--- src/hdl/tcs_pkg.sv ---
`default_nettype none
package tcs_pkg;
  localparam logic [2:0] CMD_ADD_TIMED    = 3'd0;
  localparam logic [2:0] CMD_ADD_REPEATED = 3'd1;
  localparam logic [2:0] CMD_CHANGE       = 3'd2;
  localparam logic [2:0] CMD_REMOVE       = 3'd3;
  localparam logic [2:0] CMD_CLEAR        = 3'd4;
  localparam logic [2:0] CMD_PROCESS      = 3'd5;

  localparam logic [1:0] ST_OK        = 2'd0;
  localparam logic [1:0] ST_BAD_ARG   = 2'd1;
  localparam logic [1:0] ST_FULL      = 2'd2;
  localparam logic [1:0] ST_NOT_FOUND = 2'd3;

  localparam logic signed [63:0] DUE_MAX = 64'sh7FFF_FFFF_FFFF_FFFF;

  typedef struct packed {
    logic [2:0]         command;
    logic signed [63:0] time_req;
    logic [62:0]        interval;
    logic [63:0]        callback_id;
    logic [31:0]        handle;
  } tcs_in_t;

  typedef struct packed {
    logic [1:0]         status;
    logic [63:0]        entry_id;
    logic               fired;
    logic [31:0]        fired_handle;
    logic signed [63:0] next_due;
    logic               last;
  } tcs_out_t;

  function automatic logic signed [63:0] add_sat(input logic signed [63:0] a,
                                                 input logic [62:0] b);
    logic signed [64:0] s;
    s = {a[63], a} + {2'b00, b};
    if (!s[64] && s[63]) return DUE_MAX;
    return s[63:0];
  endfunction
endpackage
`default_nettype wire

--- src/hdl/tcs_table.sv ---
`default_nettype none
module tcs_table import tcs_pkg::*; #(
  parameter int ENTRIES = 16,
  parameter int IW = 4
) (
  input  wire logic              clk,
  input  wire logic              rst_n,
  input  wire logic [IW-1:0]     rd_idx,
  output logic                   rd_valid,
  output logic signed [63:0]     rd_due,
  output logic [62:0]            rd_period,
  output logic                   rd_rep,
  output logic [63:0]            rd_ident,
  output logic [31:0]            rd_handle,
  input  wire logic              wr_en,
  input  wire logic [IW-1:0]     wr_idx,
  input  wire logic              wr_valid,
  input  wire logic              wr_all,
  input  wire logic signed [63:0] wr_due,
  input  wire logic [62:0]       wr_period,
  input  wire logic              wr_rep,
  input  wire logic [63:0]       wr_ident,
  input  wire logic [31:0]       wr_handle,
  input  wire logic              clr_all
);
  logic [ENTRIES-1:0]        valid_r;
  logic signed [63:0]        due_r    [ENTRIES];
  logic [62:0]               period_r [ENTRIES];
  logic [ENTRIES-1:0]        rep_r;
  logic [63:0]               ident_r  [ENTRIES];
  logic [31:0]               handle_r [ENTRIES];

  always_ff @(posedge clk) begin
    if (!rst_n) begin
      valid_r <= '0;
    end else if (clr_all) begin
      valid_r <= '0;
    end else if (wr_en) begin
      valid_r[wr_idx] <= wr_valid;
    end
  end

  always_ff @(posedge clk) begin
    if (wr_en && wr_all) begin
      due_r[wr_idx]    <= wr_due;
      period_r[wr_idx] <= wr_period;
      rep_r[wr_idx]    <= wr_rep;
      ident_r[wr_idx]  <= wr_ident;
      handle_r[wr_idx] <= wr_handle;
    end else if (wr_en && wr_valid) begin
      due_r[wr_idx]    <= wr_due;
      period_r[wr_idx] <= wr_period;
    end
  end

  assign rd_valid  = valid_r[rd_idx];
  assign rd_due    = due_r[rd_idx];
  assign rd_period = period_r[rd_idx];
  assign rd_rep    = rep_r[rd_idx];
  assign rd_ident  = ident_r[rd_idx];
  assign rd_handle = handle_r[rd_idx];
endmodule
`default_nettype wire

--- config.mk ---
export PLATFORM = sky130hd
export DESIGN_NAME = tcs_table
export DESIGN_NICKNAME = d
export VERILOG_FILES = /design/src/hdl/tcs_pkg.sv /design/src/hdl/tcs_table.sv
export SDC_FILE = /design/constraint.sdc
export NUM_CORES = 2
export LEC_CHECK = 0
export ABC_AREA = 0
export BUFFER_PORTS_ARGS = -buffer_cell sky130_fd_sc_hd__buf_2
export CAP_MARGIN = 20
export CORE_UTILIZATION = 40
export CTS_CLUSTER_SIZE = 8
export DETAILED_ROUTE_END_ITERATION = 8
export HOLD_SLACK_MARGIN = 0.12
export MAX_ROUTING_LAYER = met4
export PLACE_DENSITY = 0.68
export SLEW_MARGIN = 30
export SYNTH_ARGS = -nofsm -noshare
export SYNTH_HDL_FRONTEND = slang
export SYNTH_SLANG_ARGS = --single-unit
--- constraint.sdc ---
create_clock -name clk -period 10.6 [get_ports clk]
set_input_delay 1.59 -clock clk [delete_from_list [all_inputs] [get_ports clk]]
set_output_delay 1.59 -clock clk [all_outputs]
set_load 0.02 [all_outputs]
Word-level counts from Yosys, hierarchy flattened. Memories as Yosys holds them, arrays and structs flattened. Cells that the tools add are included.

Bits in registers: 32. Memories kept: 4. Word-level logic and storage cells: 31. Output and inout port bits: 225. Input port bits: 238. RAM bits: 3568.

Memory list: due_r (depth 16, width 64, read ports 1, clocked after memory_dff 0, write ports 1, RTL line tcs_table.sv:27) `logic signed [63:0] due_r [ENTRIES];`; ident_r (depth 16, width 64, read ports 1, clocked after memory_dff 0, write ports 1, RTL line tcs_table.sv:30) `logic [63:0] ident_r [ENTRIES];`; period_r (depth 16, width 63, read ports 1, clocked after memory_dff 0, write ports 1, RTL line tcs_table.sv:28) `logic [62:0] period_r [ENTRIES];`; handle_r (depth 16, width 32, read ports 1, clocked after memory_dff 0, write ports 1, RTL line tcs_table.sv:31) `logic [31:0] handle_r [ENTRIES];`.

Muxes and demuxes: 15. Reduce and logical (&&, ||, !) cells: 4. $lt $le $gt $ge: 3. Bitwise logic cells: 3.

Operator list (number): 2-to-1 mux 64 bit (1); 2-to-1 mux 63 bit (1); bitwise mux 16 bit (2); < comparator 4 x 5 -> 1 bit, second input constant (2); binary-select mux 1 bit (select 4 bit) (2); 2-to-1 mux 1 bit (8); demux 1 bit (select 4 bit) (1); >= comparator 4 x 1 -> 1 bit, second input constant (1); logical AND 1 bit (3); bitwise OR 1 bit (2); OR reduction 2 bit (1); NOT 1 bit (1).

Depth between registers and ports, before layout.
Depth after elaboration: 5. Gate-level depth with buffers: 7. Gate-level depth less buffers: 4.

Least setup slack after synthesis. OpenSTA, ideal clock, no wires.

Path kind: input to register. From: input wr_valid. To: memory due_r[10][0], enable pin. Library setup time: 0.768 ns. Data arrival time: 10.740 ns. Cell stages on the path: 4. Slack: -0.908 ns. Path buffers: 2. Required time: 9.832 ns. Cells stage by stage: clkbuf_1 nor2_1 clkbuf_1 nor3_1.

Cells in the longest elaborated chain, start to end: 5.

RTL lines: from (decl) (RTL line tcs_table.sv:17) `input wire logic wr_valid,`; logical AND 1 bit (RTL line tcs_table.sv:50) `end else if (wr_en && wr_valid) begin`; 2-to-1 mux 1 bit (RTL line tcs_table.sv:50); 2-to-1 mux 1 bit (RTL line tcs_table.sv:44) `if (wr_en && wr_all) begin`; 2-to-1 mux 1 bit (implied by the code) (RTL line tcs_table.sv:51) `due_r[wr_idx] <= wr_due;`; bitwise OR 1 bit (no line); to (decl) (RTL line tcs_table.sv:27).

Every way passes these cells.

Worst setup path in the final report.
From: input rd_idx[1]. To: output rd_ident[4].

Cells in the longest elaborated chain, start to end: 1.

RTL lines: from (decl) (RTL line tcs_table.sv:8) `input wire logic [IW-1:0] rd_idx,`; memory (16 x 64 bit); to (decl) (RTL line tcs_table.sv:13) `output logic [63:0] rd_ident,`.

Every way passes these cells.

==> results by group <==
Outcome
  • Run status: finished clean

Drt
  • Top layer in use: met4
  • WL met3: 31400 um
  • DR DRC count: 0
  • Post-DRT Antenna Nets: 0
  • Via count: about 63000
  • Per-cell routed wire length: roughly 30 um
  • Drt first pass iters: 5
  • Drt total wl: approximately 330000 um
  • Vias per inst: 5.72
  • DR iter-0 viols: 6339
  • WL met1: 133000 um
  • Met2 wire length: roughly 160000 um

Power
  • Leak: 0.0499 uW
  • Peak VDD IR: 0.175 mV
  • Pwr dens: 204 nW/um2

Critical path
  • Crit path max fanout: 135
  • Register-to-register setup slack: 9.88 ns
  • Req. time, crit path: 9.01 ns
  • RR Startpoint: valid_r[15]
  • Kind of critical path: in -> out
  • Startpoint types: input pin
  • Critical Path Sink Type: output pin
  • R2R cell count: 2
  • Arr. time, crit path: 5.40 ns
  • RR Endpoint: valid_r[15]
  • Crit path launch: rd_idx[1]

CTS
  • Later-pin clock latency in the skew report: 0.97 ns
  • Post-cts sizing count: 0
  • TritonCTS Sinks: 3600
  • CTS Buf Count: 524
  • Root Buffer: clkbuf_16
  • Hold_buf cts: 0
  • CTS tree: yes
  • H-tree levels: 6
  • Clk buf depth: 4
  • Buffer count from post-CTS setup fixing: 0
  • Worst-path clk slew: ~0.050 ns

STA
  • Worst-margin pin slew: 1.10 ns
  • Worst setup margin: 3.61 ns
  • RSZ-0062 raised after global routing: no
  • Clk_skew: 0 ns
  • FMAX: 143 MHz
  • Max Transition Viols Final: 0
  • Slew headroom: a little over a quarter
  • Tmin final: 6.99 ns
  • Hold Vio Cnt, Final: 0
  • Setup violations, final: 0
  • Setup TNS: 0 ns
  • Tcrit/Tclk final: roughly 66%

Final layout
  • Nets@finish: 6510
  • Layout area overhead: 16.9%
  • Final Non-Filler Cells: 11000
  • Layout cell share with drive strength beyond 1: between 30% and 40%
  • # fillers: 26800
  • Final Core Density: 47.1%
  • Final Cell Area: ~160000 um2

Placement
  • Placed Cells incl. Taps: approximately 10000
  • Routability Congestion: approximately 0.74
  • Hpwl dp: 167000 um
  • Place WS: around 3.8 ns
  • Buffers on Ports: 462
  • DP Area: 144000 um2

Synth
  • Synth unique cells: 28
  • Syn nets: 5690
  • Yosys warning total: 0
  • Yosys reg bits: 3600
  • Cell Area, Synth: 136000 um2
  • Post-synthesis sequential area ratio: 79.5%
  • Ys async rst share: 0%
  • Number of synthesized flops with an enable pin: 3584
  • Synth Area per Inst: 24.9 um2
  • Ys flop type: edfxtp_1
  • Post-synthesis instance total: between 5000 and 6000

Floorplan
  • Num ports: 463
  • Die X: 585 um
  • Placement row count: 213
  • Die ar.: 342000 um2
  • Initial core utilization: 40.3%
  • Core area: around 340000 um2
  • Die height: just under 600 um

Worst hold path
  • Hold worst-path end: valid_r[1]
  • Hold depth: 2
  • Hold Path Class: reg -> reg
  • Hold wc startpoint: valid_r[1]

Flow run
  • Max-cap violations: 0

Global route
  • Grt ovf: 0
  • First-pass GRT wire length: 472000 um
  • Initial antenna violation count: 96
  • Pin count of the biggest net entering global routing: roughly 140
  • Total GRT Usage: 19.8%
  • Number of global-route vias before repair: 65600
-- kinds of logic (layout without fill, tap and decap cells) --
family | Yosys count | count (layout) | synth area share, %
AND/OR/NAND/NOR | 154 | 154 | 0.648
AO/OA/AOI/OAI | 274 | 274 | 1.26
multiplexers | 1126 | 1126 | 17.6
other | 0 | 86 | 0
buffers and inverters | 298 | 1201 | 1.05
flip-flops | 3600 | 3600 | 79.5
-- cells in the mapped netlist (16+ instances only) --
library cell	number	share of area (%)
dfxtp_1	16	0.24
a21oi_1	113	0.42
o22ai_1	27	0.12
clkbuf_1	123	0.34
mux4_2	1000	17
mux2_2	54	0.45
mux2i_1	72	0.53
a211oi_1	71	0.39
nor2b_1	76	0.35
o21ai_0	36	0.13
buf_1	19	0.053
buf_4	28	0.15
nand2_1	16	0.044
a221o_1	27	0.20
edfxtp_1	3584	79
buf_2	121	0.45
-- metrics by stage --
step | total power (uW) | hold WS [ns]
after global placement | 17800 | 0.441
after detailed placement | 17800 | 0.450
after floorplan | 17200 | 0.433
after global routing | 33300 | 0.480
after CTS | 32700 | 0.459
final | 32400 | 0.457
-- cell type report --
| type | count | area, um2 | area share, % |
|---|---|---|---|
| Antenna cell | 86 | 215 | 0.136 |
| Clock buffer | 544 | 13200 | 8.33 |
| Clock inverter | 65 | 1340 | 0.843 |
| Inverter | 1 | 11.3 | 0.00709 |
| Multi-Input combinational cell | 1554 | 26600 | 16.8 |
| Sequential cell | 3600 | 108000 | 68.0 |
| Tap cell | 4515 | 5650 | 3.56 |
| Timing Repair Buffer | 591 | 3730 | 2.35 |
-- critical path: stages --
cell,delay [ns]
buf_8,0.50
buf_4,0.84
buf_12,0.67
mux4_2,0.35
o21ai_0,0.07
a21oi_1,0.71
buf_2,0.32
-- worst max-delay path by stage --
stage | to | slack [ns] | cells past startpoint
final | rd_ident[4] | 3.61 | 7
after global routing | rd_ident[4] | 3.57 | 7
after CTS | rd_ident[4] | 3.77 | 7
after detailed placement | rd_ident[4] | 3.77 | 7
after global placement | rd_ident[4] | 3.68 | 7
after floorplan | due_r[10][0] | -0.91 | 4
-- sequential cells by signal, summed over array words and instances (netlist names) --
name and count:
due_r 1024, ident_r 1024, period_r 1008, handle_r 512, rep_r 16, valid_r 16
-- cells in the final DEF, fill, tap and decap left out, drive strengths merged, types with 16 or more instances in the layout --
cell type  synthesis  routed
edfxtp          3584    3584
mux4            1000    1000
buf              174     590
clkbuf           123     545
a21oi            113     113
diode              0      86
nor2b             76      76
mux2i             72      72
a211oi            71      71
mux2              54      54
clkinv             0      50
o21ai             36      36
a221o             27      27
o22ai             27      27
nand2             16      16
dfxtp             16      16
-- power by group --
part | switching, uW | total, uW | internal (uW)
Sequential | 45.5 | 16000 | 15900
Clock | 5970 | 14900 | 8890
Combinational | 959 | 1570 | 611
-- routing by layer --
metal	vias to the layer above	GRT usage, %
li1	25300	-
met5	-	-
met3	519	5.06
met4	0	4.90
met1	34100	26.3
met2	2779	30.6
Power figures use the tool's default switching activity.
